$ cat config.mk
export PLATFORM = sky130hd
export DESIGN_NAME = square_tone_note_player_unit_flat
export DESIGN_NICKNAME = d
export VERILOG_FILES = /design/src/hw/rtl/stp_pkg.sv /design/src/hw/rtl/stp_if.sv /design/src/hw/rtl/stp_cfg_regs.sv /design/src/hw/rtl/stp_note_calc.sv /design/src/hw/rtl/square_tone_note_player_unit.sv /design/src/flat_wrapper.sv
export SDC_FILE = /design/constraint.sdc
export NUM_CORES = 1
export LEC_CHECK = 0
export ABC_AREA = 1
export BUFFER_PORTS_ARGS = -buffer_cell sky130_fd_sc_hd__buf_2
export CORE_MARGIN = 3
export CORE_UTILIZATION = 50
export CTS_CLUSTER_SIZE = 20
export DETAILED_ROUTE_END_ITERATION = 7
export PLACE_DENSITY = 0.65
export SLEW_MARGIN = 20
export SYNTH_ARGS = -nofsm -noshare
export SYNTH_HDL_FRONTEND = slang
export SYNTH_HIERARCHICAL = 1
export SYNTH_SLANG_ARGS = --single-unit
$ cat constraint.sdc
create_clock -name clk -period 15.9 [get_ports clk]
set_input_delay 0.795 -clock clk [delete_from_list [all_inputs] [get_ports clk]]
set_output_delay 0.795 -clock clk [all_outputs]
set_load 0.01 [all_outputs]
$ cat src/hw/rtl/stp_pkg.sv
`timescale 1ns / 1ps

package stp_pkg;

    // Audio rate; a whole multiple of 1000 so one millisecond is a whole number of samples
    localparam int SAMPLE_RATE    = 16000;
    localparam int SAMPLES_PER_MS = SAMPLE_RATE / 1000;

    localparam int ACTION_W = 2;
    localparam int FREQ_W   = 13;
    localparam int MS_W     = 16;
    localparam int AMP_W    = 15;
    localparam int GAPMS_W  = 8;
    localparam int SAMPLE_W = 16;
    localparam int PHASE_W  = 14;
    localparam int TONE_W   = 20;
    localparam int GAP_W    = 13;

    localparam int CFG_IDX_W  = 2;
    localparam int CFG_DATA_W = 16;

    localparam logic [ACTION_W-1:0] ACT_TICK  = 2'd0;
    localparam logic [ACTION_W-1:0] ACT_START = 2'd1;
    localparam logic [ACTION_W-1:0] ACT_STOP  = 2'd2;

    localparam logic [CFG_IDX_W-1:0] REG_TONE_AMPLITUDE = 2'd0;
    localparam logic [CFG_IDX_W-1:0] REG_LEGATO_MODE    = 2'd1;
    localparam logic [CFG_IDX_W-1:0] REG_GAP_MIN_MS     = 2'd2;
    localparam logic [CFG_IDX_W-1:0] REG_GAP_MAX_MS     = 2'd3;

    localparam logic [AMP_W-1:0]   AMP_RESET     = 15'd32767;
    localparam logic [GAPMS_W-1:0] GAP_MIN_RESET = 8'd12;
    localparam logic [GAPMS_W-1:0] GAP_MAX_RESET = 8'd30;

    localparam logic [TONE_W-1:0] TONE_MAX = {TONE_W{1'b1}};
    localparam logic [GAP_W-1:0]  GAP_MAX  = {GAP_W{1'b1}};

    // ms / 6 as (ms * 43691) >> 18, exact for every 16-bit ms
    localparam logic [MS_W-1:0] DIV6_RECIP = 16'd43691;
    localparam int              DIV6_SHIFT = 18;

    typedef struct packed {
        logic [ACTION_W-1:0] action;
        logic [FREQ_W-1:0]   freq_hz;
        logic [MS_W-1:0]     duration_ms;
        logic                restart_phase;
    } note_item_t;

    typedef struct packed {
        logic signed [SAMPLE_W-1:0] sample;
        logic                       playing;
        logic                       note_end;
    } sample_item_t;

    typedef struct packed {
        logic [CFG_IDX_W-1:0]  index;
        logic [CFG_DATA_W-1:0] value;
    } cfg_item_t;

    typedef struct packed {
        logic [AMP_W-1:0]   tone_amplitude;
        logic               legato_mode;
        logic [GAPMS_W-1:0] gap_min_ms;
        logic [GAPMS_W-1:0] gap_max_ms;
    } cfg_t;

    typedef struct packed {
        logic [TONE_W-1:0] tone_samples;
        logic [GAP_W-1:0]  gap_samples;
    } note_len_t;

endpackage

$ cat src/hw/rtl/stp_if.sv
`timescale 1ns / 1ps

interface stp_note_if;
    logic                valid;
    logic                ready;
    stp_pkg::note_item_t data;

    modport source (output valid, output data, input ready);
    modport sink (input valid, input data, output ready);
endinterface

interface stp_sample_if;
    logic                  valid;
    logic                  ready;
    stp_pkg::sample_item_t data;

    modport source (output valid, output data, input ready);
    modport sink (input valid, input data, output ready);
endinterface

interface stp_cfg_if;
    logic               valid;
    logic               ready;
    stp_pkg::cfg_item_t data;

    modport source (output valid, output data, input ready);
    modport sink (input valid, input data, output ready);
endinterface

$ cat src/hw/rtl/stp_cfg_regs.sv
`timescale 1ns / 1ps

module stp_cfg_regs
(
    input  logic          clk,
    input  logic          rst_n,
    stp_cfg_if.sink       cfg,
    output stp_pkg::cfg_t cfg_state
);

    stp_pkg::cfg_t cfg_reg;
    stp_pkg::cfg_t cfg_next;

    assign cfg.ready = 1'b1;
    assign cfg_state = cfg_reg;

    always_comb
    begin
        cfg_next = cfg_reg;
        if (cfg.valid)
        begin
            unique case (cfg.data.index)
                stp_pkg::REG_TONE_AMPLITUDE:
                    cfg_next.tone_amplitude = cfg.data.value[stp_pkg::AMP_W-1:0];
                stp_pkg::REG_LEGATO_MODE:
                    cfg_next.legato_mode = cfg.data.value[0];
                stp_pkg::REG_GAP_MIN_MS:
                    cfg_next.gap_min_ms = cfg.data.value[stp_pkg::GAPMS_W-1:0];
                stp_pkg::REG_GAP_MAX_MS:
                    cfg_next.gap_max_ms = cfg.data.value[stp_pkg::GAPMS_W-1:0];
                default:
                    cfg_next = cfg_reg;
            endcase
        end
    end

    always_ff @(posedge clk or negedge rst_n)
    begin
        if (!rst_n)
        begin
            cfg_reg.tone_amplitude <= stp_pkg::AMP_RESET;
            cfg_reg.legato_mode    <= 1'b0;
            cfg_reg.gap_min_ms     <= stp_pkg::GAP_MIN_RESET;
            cfg_reg.gap_max_ms     <= stp_pkg::GAP_MAX_RESET;
        end
        else
        begin
            cfg_reg <= cfg_next;
        end
    end

endmodule

$ cat src/hw/rtl/stp_note_calc.sv
`timescale 1ns / 1ps

module stp_note_calc
(
    input  logic [stp_pkg::FREQ_W-1:0] freq_hz,
    input  logic [stp_pkg::MS_W-1:0]   duration_ms,
    input  stp_pkg::cfg_t              cfg_state,
    output stp_pkg::note_len_t         note_len
);

    localparam int QUOT_W  = 2 * stp_pkg::MS_W - stp_pkg::DIV6_SHIFT;
    localparam int MULT_W  = $clog2(stp_pkg::SAMPLES_PER_MS + 1);
    localparam int TPROD_W = stp_pkg::MS_W + MULT_W;
    localparam int GPROD_W = stp_pkg::GAPMS_W + MULT_W;

    logic [2*stp_pkg::MS_W-1:0]  recip_prod;
    logic [QUOT_W-1:0]           gap_quot;
    logic [QUOT_W-1:0]           gap_lo;
    logic [stp_pkg::GAPMS_W-1:0] gap_ms;
    logic [stp_pkg::MS_W-1:0]    on_ms;
    logic                        staccato;
    logic [TPROD_W-1:0]          tone_prod;
    logic [GPROD_W-1:0]          gap_prod;

    always_comb
    begin
        recip_prod = (2*stp_pkg::MS_W)'(duration_ms)
                     * (2*stp_pkg::MS_W)'(stp_pkg::DIV6_RECIP);
        gap_quot   = recip_prod[2*stp_pkg::MS_W-1:stp_pkg::DIV6_SHIFT];

        // raise to the minimum first, then the maximum wins
        gap_lo = (gap_quot < QUOT_W'(cfg_state.gap_min_ms))
                 ? QUOT_W'(cfg_state.gap_min_ms) : gap_quot;
        gap_ms = (gap_lo > QUOT_W'(cfg_state.gap_max_ms))
                 ? cfg_state.gap_max_ms : gap_lo[stp_pkg::GAPMS_W-1:0];

        staccato = (freq_hz != '0) && !cfg_state.legato_mode;
        if (!staccato)
        begin
            gap_ms = '0;
            on_ms  = duration_ms;
        end
        else if (duration_ms > stp_pkg::MS_W'(gap_ms))
        begin
            on_ms = duration_ms - stp_pkg::MS_W'(gap_ms);
        end
        else
        begin
            on_ms = duration_ms;
        end

        tone_prod = TPROD_W'(on_ms) * TPROD_W'(stp_pkg::SAMPLES_PER_MS);
        gap_prod  = GPROD_W'(gap_ms) * GPROD_W'(stp_pkg::SAMPLES_PER_MS);

        note_len.tone_samples = (tone_prod > TPROD_W'(stp_pkg::TONE_MAX))
                                ? stp_pkg::TONE_MAX : stp_pkg::TONE_W'(tone_prod);
        note_len.gap_samples  = (gap_prod > GPROD_W'(stp_pkg::GAP_MAX))
                                ? stp_pkg::GAP_MAX : stp_pkg::GAP_W'(gap_prod);
    end

endmodule

$ cat src/hw/rtl/square_tone_note_player_unit.sv
`timescale 1ns / 1ps

// Path: a tick beat is taken on note_in into the input register, then one state update
//   writes its result into the output register.
// Throughput: one beat per cycle while the output register has room; a tick stalls under back-pressure.
// Start and stop beats give no result and pass while a result waits; a tick waits for room.
// Reset: counters, frequency and phase cleared, registers back to their defaults at once.
module square_tone_note_player_unit
(
    input  logic      clk,
    input  logic      rst_n,
    stp_note_if.sink  note_in,
    stp_sample_if.source sample_out,
    stp_cfg_if.sink   cfg
);

    stp_pkg::cfg_t      cfg_state;
    stp_pkg::note_len_t note_len;

    logic                         in_valid_reg;
    stp_pkg::note_item_t          in_item_reg;
    logic                         out_valid_reg;
    logic                         out_valid_next;
    stp_pkg::sample_item_t        out_item_reg;
    stp_pkg::sample_item_t        out_item_next;

    logic [stp_pkg::PHASE_W-1:0]  phase_reg;
    logic [stp_pkg::PHASE_W-1:0]  phase_next;
    logic [stp_pkg::TONE_W-1:0]   tone_left_reg;
    logic [stp_pkg::TONE_W-1:0]   tone_left_next;
    logic [stp_pkg::GAP_W-1:0]    gap_left_reg;
    logic [stp_pkg::GAP_W-1:0]    gap_left_next;
    logic [stp_pkg::FREQ_W-1:0]   freq_reg;
    logic [stp_pkg::FREQ_W-1:0]   freq_next;

    logic                         out_free;
    logic                         is_tick;
    logic                         fire;
    logic [stp_pkg::PHASE_W:0]    phase_sum;

    stp_cfg_regs u_cfg_regs
    (
        .clk       (clk),
        .rst_n     (rst_n),
        .cfg       (cfg),
        .cfg_state (cfg_state)
    );

    stp_note_calc u_note_calc
    (
        .freq_hz     (in_item_reg.freq_hz),
        .duration_ms (in_item_reg.duration_ms),
        .cfg_state   (cfg_state),
        .note_len    (note_len)
    );

    assign out_free = !out_valid_reg || sample_out.ready;
    assign is_tick  = (in_item_reg.action == stp_pkg::ACT_TICK);
    // only a tick needs room in the output register
    assign fire     = in_valid_reg && (!is_tick || out_free);

    assign note_in.ready    = !in_valid_reg || fire;
    assign sample_out.valid = out_valid_reg;
    assign sample_out.data  = out_item_reg;

    always_comb
    begin
        phase_next     = phase_reg;
        tone_left_next = tone_left_reg;
        gap_left_next  = gap_left_reg;
        freq_next      = freq_reg;
        out_item_next  = out_item_reg;
        out_valid_next = out_valid_reg && !sample_out.ready;

        phase_sum = {1'b0, phase_reg} + (stp_pkg::PHASE_W + 1)'(freq_reg);
        if (phase_sum >= (stp_pkg::PHASE_W + 1)'(stp_pkg::SAMPLE_RATE))
        begin
            phase_sum = phase_sum - (stp_pkg::PHASE_W + 1)'(stp_pkg::SAMPLE_RATE);
        end

        if (fire)
        begin
            unique case (in_item_reg.action)
                stp_pkg::ACT_START:
                begin
                    freq_next      = in_item_reg.freq_hz;
                    tone_left_next = note_len.tone_samples;
                    gap_left_next  = note_len.gap_samples;
                    if (in_item_reg.restart_phase)
                    begin
                        phase_next = '0;
                    end
                end
                stp_pkg::ACT_STOP:
                begin
                    freq_next      = '0;
                    tone_left_next = '0;
                    gap_left_next  = '0;
                end
                stp_pkg::ACT_TICK:
                begin
                    out_valid_next         = 1'b1;
                    out_item_next.sample   = '0;
                    out_item_next.playing  = 1'b0;
                    if (tone_left_reg != '0)
                    begin
                        out_item_next.playing = 1'b1;
                        if (freq_reg != '0)
                        begin
                            // high level in the first half of the period
                            if ({1'b0, phase_reg, 1'b0} <
                                (stp_pkg::PHASE_W + 2)'(stp_pkg::SAMPLE_RATE))
                            begin
                                out_item_next.sample =
                                    $signed({1'b0, cfg_state.tone_amplitude});
                            end
                            else
                            begin
                                out_item_next.sample =
                                    -$signed({1'b0, cfg_state.tone_amplitude});
                            end
                            phase_next = phase_sum[stp_pkg::PHASE_W-1:0];
                        end
                        tone_left_next = tone_left_reg - stp_pkg::TONE_W'(1);
                    end
                    else if (gap_left_reg != '0)
                    begin
                        out_item_next.playing = 1'b1;
                        gap_left_next         = gap_left_reg - stp_pkg::GAP_W'(1);
                    end
                    out_item_next.note_end = out_item_next.playing &&
                                             (tone_left_next == '0) &&
                                             (gap_left_next == '0);
                end
                default:
                begin
                    // unused action code: dropped
                    out_valid_next = out_valid_reg && !sample_out.ready;
                end
            endcase
        end
    end

    always_ff @(posedge clk or negedge rst_n)
    begin
        if (!rst_n)
        begin
            in_valid_reg  <= 1'b0;
            out_valid_reg <= 1'b0;
            phase_reg     <= '0;
            tone_left_reg <= '0;
            gap_left_reg  <= '0;
            freq_reg      <= '0;
        end
        else
        begin
            in_valid_reg  <= note_in.valid || (in_valid_reg && !fire);
            out_valid_reg <= out_valid_next;
            phase_reg     <= phase_next;
            tone_left_reg <= tone_left_next;
            gap_left_reg  <= gap_left_next;
            freq_reg      <= freq_next;
        end
    end

    always_ff @(posedge clk)
    begin
        if (note_in.ready && note_in.valid)
        begin
            in_item_reg <= note_in.data;
        end
        out_item_reg <= out_item_next;
    end

    a_phase_range: assert property (@(posedge clk) disable iff (!rst_n)
        phase_reg < stp_pkg::PHASE_W'(stp_pkg::SAMPLE_RATE))
        else $error("phase out of range");

    a_stop_clears: assert property (@(posedge clk) disable iff (!rst_n)
        fire && in_item_reg.action == stp_pkg::ACT_STOP
        |=> tone_left_reg == '0 && gap_left_reg == '0 && freq_reg == '0)
        else $error("stop did not clear playback");

    a_tone_plays: assert property (@(posedge clk) disable iff (!rst_n)
        fire && is_tick && tone_left_reg != '0
        |=> out_valid_reg && out_item_reg.playing)
        else $error("tone tick not marked playing");

    a_end_implies_playing: assert property (@(posedge clk) disable iff (!rst_n)
        out_valid_reg && out_item_reg.note_end |-> out_item_reg.playing)
        else $error("note end outside a note");

    a_silent_when_idle: assert property (@(posedge clk) disable iff (!rst_n)
        out_valid_reg && !out_item_reg.playing |-> out_item_reg.sample == '0)
        else $error("sample while idle");

endmodule

$ cat src/flat_wrapper.sv
// flat-port wrapper written by rule: the top's interface ports become plain ports
module square_tone_note_player_unit_flat 
  (clk, rst_n, note_in_valid, note_in_data, note_in_ready, sample_out_valid, sample_out_data, sample_out_ready, cfg_valid, cfg_data, cfg_ready);
  stp_note_if note_in_i ();
  stp_sample_if sample_out_i ();
  stp_cfg_if cfg_i ();
  input  logic clk;
  input  logic rst_n;
  input wire logic [$bits(note_in_i.valid)-1:0] note_in_valid;
  input wire logic [$bits(note_in_i.data)-1:0] note_in_data;
  output wire logic [$bits(note_in_i.ready)-1:0] note_in_ready;
  output wire logic [$bits(sample_out_i.valid)-1:0] sample_out_valid;
  output wire logic [$bits(sample_out_i.data)-1:0] sample_out_data;
  input wire logic [$bits(sample_out_i.ready)-1:0] sample_out_ready;
  input wire logic [$bits(cfg_i.valid)-1:0] cfg_valid;
  input wire logic [$bits(cfg_i.data)-1:0] cfg_data;
  output wire logic [$bits(cfg_i.ready)-1:0] cfg_ready;
  assign note_in_i.valid = note_in_valid;
  assign note_in_i.data = note_in_data;
  assign note_in_ready = note_in_i.ready;
  assign sample_out_valid = sample_out_i.valid;
  assign sample_out_data = sample_out_i.data;
  assign sample_out_i.ready = sample_out_ready;
  assign cfg_i.valid = cfg_valid;
  assign cfg_i.data = cfg_data;
  assign cfg_ready = cfg_i.ready;
  square_tone_note_player_unit u_core (.clk(clk), .rst_n(rst_n), .note_in(note_in_i), .sample_out(sample_out_i), .cfg(cfg_i));
endmodule
Yosys cells after proc, flatten, opt, wreduce, memory -nomap -nowiden
Cells that the tools add are included.

storage, ports and cells
  flip-flop bits (word level) = 144
  bits of input ports = 55
  output and inout port bits = 21
  logic and storage cells = 109

operators by class
  $mul = 1
  reduce and logical (&&, ||, !) cells = 38
  mux-type cells = 29
  order comparisons = 7
  eq/ne operators = 8
  bitwise operators = 2
  add/sub/neg operators = 6

operator list
  cell                                                                      number
  20-bit two-way mux                                                        4
  14-bit two-way mux                                                        5
  13-bit two-way mux                                                        5
  20-bit one-hot mux with 3 select lines                                    1
  13-bit one-hot mux with 3 select lines                                    1
  13-bit nonzero test                                                       3
  16-bit by 16-bit multiplier with 32-bit output (second input constant)    1
  16-bit two-way mux                                                        2
  14-bit one-hot mux with 2 select lines                                    1
  13-bit one-hot mux with 2 select lines                                    1
  20-bit > comparator (second input constant)                               1
  20-bit logical NOT                                                        1
  20-bit nonzero test                                                       1
  20-bit by 1-bit subtractor with 20-bit output (second input constant)     1
  16-bit by 8-bit > comparator with 1-bit output                            1
  8-bit two-way mux                                                         2
  15-bit negator with 16-bit output                                         1
  2-bit AND reduction                                                       8
  16-bit by 8-bit subtractor with 16-bit output                             1
  14-bit by 13-bit adder with 15-bit output                                 1
  15-bit by 14-bit >= comparator with 1-bit output (second input constant)  1
  15-bit by 14-bit < comparator with 1-bit output (second input constant)   1
  15-bit two-way mux                                                        1
  14-bit by 8-bit > comparator with 1-bit output                            1
  19 further kinds                                                          45

Longest topological paths before layout
  depth after elaboration = 11
  depth in mapped cells = 58
  mapped depth without buffers = 58

Modules after synthesis
The synthesis kept the hierarchy.

by module, submodules not included
  module                        sequential area each (sq um)  instances  area an instance (sq um)  cells each
  square_tone_note_player_unit  3052.9                        1          7150.6                    933
  stp_note_calc                 0.0                           1          6617.6                    950
  stp_cfg_regs                  827.0                         1          1366.3                    146

Least setup slack after synthesis
OpenSTA, ideal clock, no wires.

  kind = reg-to-reg
  from = register u_core/in_item_reg[2] (netlist name)
  to = register u_core/tone_left_reg[19] (netlist name)
  data required time = 15.761 ns
  slack = 6.782 ns
  data arrival time = 8.979 ns
  clock period less this slack = 9.118 ns
  cell stages (with the launch flop) = 51
  library setup time = 0.139 ns
  buffers on the path = 0
  cells stage by stage = edfxtp_1 -> ha_1 -> xor2_1 -> ha_1 -> inv_1 -> fa_1 -> inv_1 -> fa_1 -> fa_1 -> inv_1 -> fa_1 -> inv_1 -> ha_1 -> a21oi_1 -> o21ai_0 -> nand2_1 -> nand2_1 -> a31o_2 -> [... 15 more ...] -> o211ai_1 -> nand3_1 -> a21oi_1 -> nor3_4 -> or2_1 -> nand2_1 -> inv_1 -> ha_1 -> fa_1 -> o21ai_0 -> a21oi_1 -> o21ai_0 -> nand2_1 -> nor3_1 -> nand2_1 -> xor2_1 -> a21oi_1 -> a22oi_1

RTL lines
  element                   RTL line                             RTL
  start: declaration        square_tone_note_player_unit.sv:21   stp_pkg::note_item_t in_item_reg;
  start signal: assignment  square_tone_note_player_unit.sv:170  in_item_reg <= note_in.data;
  end signal: assignment    square_tone_note_player_unit.sv:160  tone_left_reg <= tone_left_next;
  end: declaration          square_tone_note_player_unit.sv:29   logic [stp_pkg::TONE_W-1:0] tone_left_reg;

==> results.tsv <==
stage	metric	value	unit
cts	cts_buffers	17	
power_and_ir_drop	p_seq_share	15.5	%
synthesis	ys_ff_latch	144	
cts	clk_pin_slew	0.07	ns
finish	fin_util	55.1	%
power_and_ir_drop	p_switching	1.69	mW
timing	fin_crit_sh	68.1	%
die	die_h	180	um
timing	min_period	10.83	ns
global_route	grt_pass1_wl	63500	um
routing	vias_per_cell	5.22	
timing	grt_setup_unrepaired	false	
global_route	grt_max_degree	62	
cts	insertion_delay	0.44	ns
finish	final_cell_mix	516 x nand2_1, 387 x inv_1, 174 x ha_1	
global_route	track_usage	24.0	%
routing	wl_per_cell	15.3	um
finish	n_antenna_cell	0	
worst_setup_path	slowest_delay	0.60	ns
synthesis	synthCells	2029	
die	fp.dieArea	32400	um2
place	port_buffers	73	
die	fp.coreArea	29700	um2
synthesis	synth_edf_count	50	
synthesis	ys_warn_count	6	
finish	drive_gt1_share	8.62	%
timing	finalHoldViolCount	0	
power_and_ir_drop	pwr_density_cell	197	nW/um2
worst_setup_path	critPathSlowestCell	edfxtp_1	
routing	ant_nets	0	
cts	cts_tree	yes	
job	maxCapViolations	0	
worst_setup_path	rrSetupSlack	5.07	ns
place	place_hpwl	30700	um
cts	cts_root_buffer	clkbuf_16	
global_route	grt-ovfl-total	0	
synthesis	yosys.cell_types.count	56	
cts	clockBufferDepth	2	
place	gp_congestion	0.919	
synthesis	syn_area	15100	um2
worst_setup_path	cp_max_fo	16	
timing	tightest_slew	0.774	ns
cts	cts_hold_buf	0	
finish	mostFrequentLayoutCell	nand2_1	
synthesis	async_flop_share	65.3	%
die	initial_core_util	50.9	%
synthesis	avgSynthCellArea	7.46	um2
die	row_count	63	
power_and_ir_drop	ir_drop	177	uV
worst_setup_path	cp-start-kind	flop	
timing	setup_violations	0	
power_and_ir_drop	cellLeakagePower	8.78	nW
timing	fin_tns_setup	0	ns
power_and_ir_drop	p_comb_share	72.0	%
cts	cts_resized	0	
power_and_ir_drop	p_clk_share	12.4	%
worst_setup_path	required	16.19	ns
timing	slew_violations	0	
finish	layout.nets	2393	
global_route	first_global_vias	12848	
routing	first_iter_violations	879	
worst_setup_path	path_class	reg -> reg	
worst_setup_path	crit_family	adder cells	
worst_setup_path	r2r-end	u_core/tone_left_reg[19]	
synthesis	ys.flop_type	dfrtp_1	
finish	design_area	16400	um2
die	pin_count	76	
run_status	outcome	completed	
finish	synthToLayoutAreaGrowth	8.23	%
worst_setup_path	end_kind	flop	
worst_hold_path	min_path_type	in -> async	
die	die_w	180	um
synthesis	yosysSeqAreaShare	25.6	%
timing	fin_worst_skew	0.0106	ns
worst_setup_path	worst_ep_arrival_time	11.12	ns
timing	maxSlewHeadroom	48.2	%
place	placed_cell_area	15800	um2
routing	num_vias	12982	
power_and_ir_drop	swShare	52.4	%
routing	firstDrtPassIters	5	
worst_setup_path	r2r_start	u_core/in_item_reg[2]	
cts	post_cts_buffers	0	
worst_setup_path	reg2reg_depth	50	
routing	remaining_drc_errors	0	
worst_setup_path	path_buf_inv	7	
cts	htreeDepth	4	
routing	wirelength	38000	um
global_route	antenna_found_initial	0	
timing	fmax	0.0923	GHz
power_and_ir_drop	power.internal	1.53	mW
worst_setup_path	crit_top_cell	nand2_1	
timing	hold_slack	0.305	ns
cts	cts.sinks	144	
==> worst max path at each step <==
stage                          start                  endpoint  slack (ns)  cells past startpoint
4_1_cts        u_core/in_item_reg[2]  u_core/tone_left_reg[19]        5.18                     51
3_5_place_dp   u_core/in_item_reg[2]  u_core/tone_left_reg[19]        5.20                     51
2_1_floorplan  u_core/in_item_reg[2]  u_core/tone_left_reg[19]        6.78                     50
5_1_grt        u_core/in_item_reg[2]  u_core/tone_left_reg[19]        4.22                     51
3_3_place_gp   u_core/in_item_reg[6]  u_core/tone_left_reg[19]        5.40                     49
6_report       u_core/in_item_reg[2]  u_core/tone_left_reg[19]        5.07                     50
==> cell usage after synthesis, types with 7 or more instances <==
library cell    n  share of area, %
nor2_1        138               3.4
nor3_1         32               1.1
nand4_1        37               1.5
buf_4          13              0.64
fa_1           78                10
nand3_1       131               4.3
dfstp_2        21               3.6
xor2_1         39               2.3
clkbuf_1       18              0.45
nor4_1          8              0.33
ha_1          174                14
nand2_1       516                13
edfxtp_1       50               9.9
o21ai_0        54               1.8
xnor2_1        12              0.69
inv_1         387               9.6
nand3_2         7              0.46
a22oi_1        28               1.4
dfrtp_1        73                12
buf_2          10              0.33
nand2_2        13              0.54
a21oi_1        95               3.1
nor2_2         10              0.41
==> cells by family after synthesis <==
family	after synthesis	share of synthesized area, %
AO/OA/AOI/OAI	213	8.09
multiplexers	1	0.0661
other	2	0.0496
buffers and inverters	440	11.5
flip-flops	144	25.6
AND/OR/NAND/NOR	926	27.0
XOR/XNOR	51	2.95
adder cells (fa/ha/maj)	252	24.7
==> stage by stage <==
stage	cells	setup WS [ns]	power [mW]
final	2489	5.07	3.22
after CTS	2489	5.18	3.23
after global placement	2457	5.40	2.76
after global routing	2489	4.22	3.65
after detailed placement	2457	5.20	2.81
after floorplan	2037	6.78	2.25
==> power by group through the flow <==
stage | sequential (mW) | clock (mW) | combinational [mW]
global route | 0.508 | 0.427 | 2.71
global placement | 0.505 | 0 | 2.26
floorplan | 0.487 | 0 | 1.76
detailed placement | 0.506 | 0 | 2.31
finish | 0.500 | 0.400 | 2.32
CTS | 0.499 | 0.409 | 2.32
==> routing by layer <==
metal / part of all wire [%] / GRT usage [%] / up-vias
met3: 3.8 / 3.56 / 65
met4: 3.3 / 9.50 / 0
met5: 0 / 0 / -
li1: - / - / 6573
met2: 48 / 41.1 / 276
met1: 44 / 30.8 / 6068
==> cell type report <==
cell class,instances,area [um2]
fill,2852,13300
multi-input combinational,1453,9550
sequential,144,3880
inverter,392,1470
tap,390,488
clock buffer,21,483
timing repair buffer,78,405
clock inverter,11,104
(Power assumes the default switching activity.)
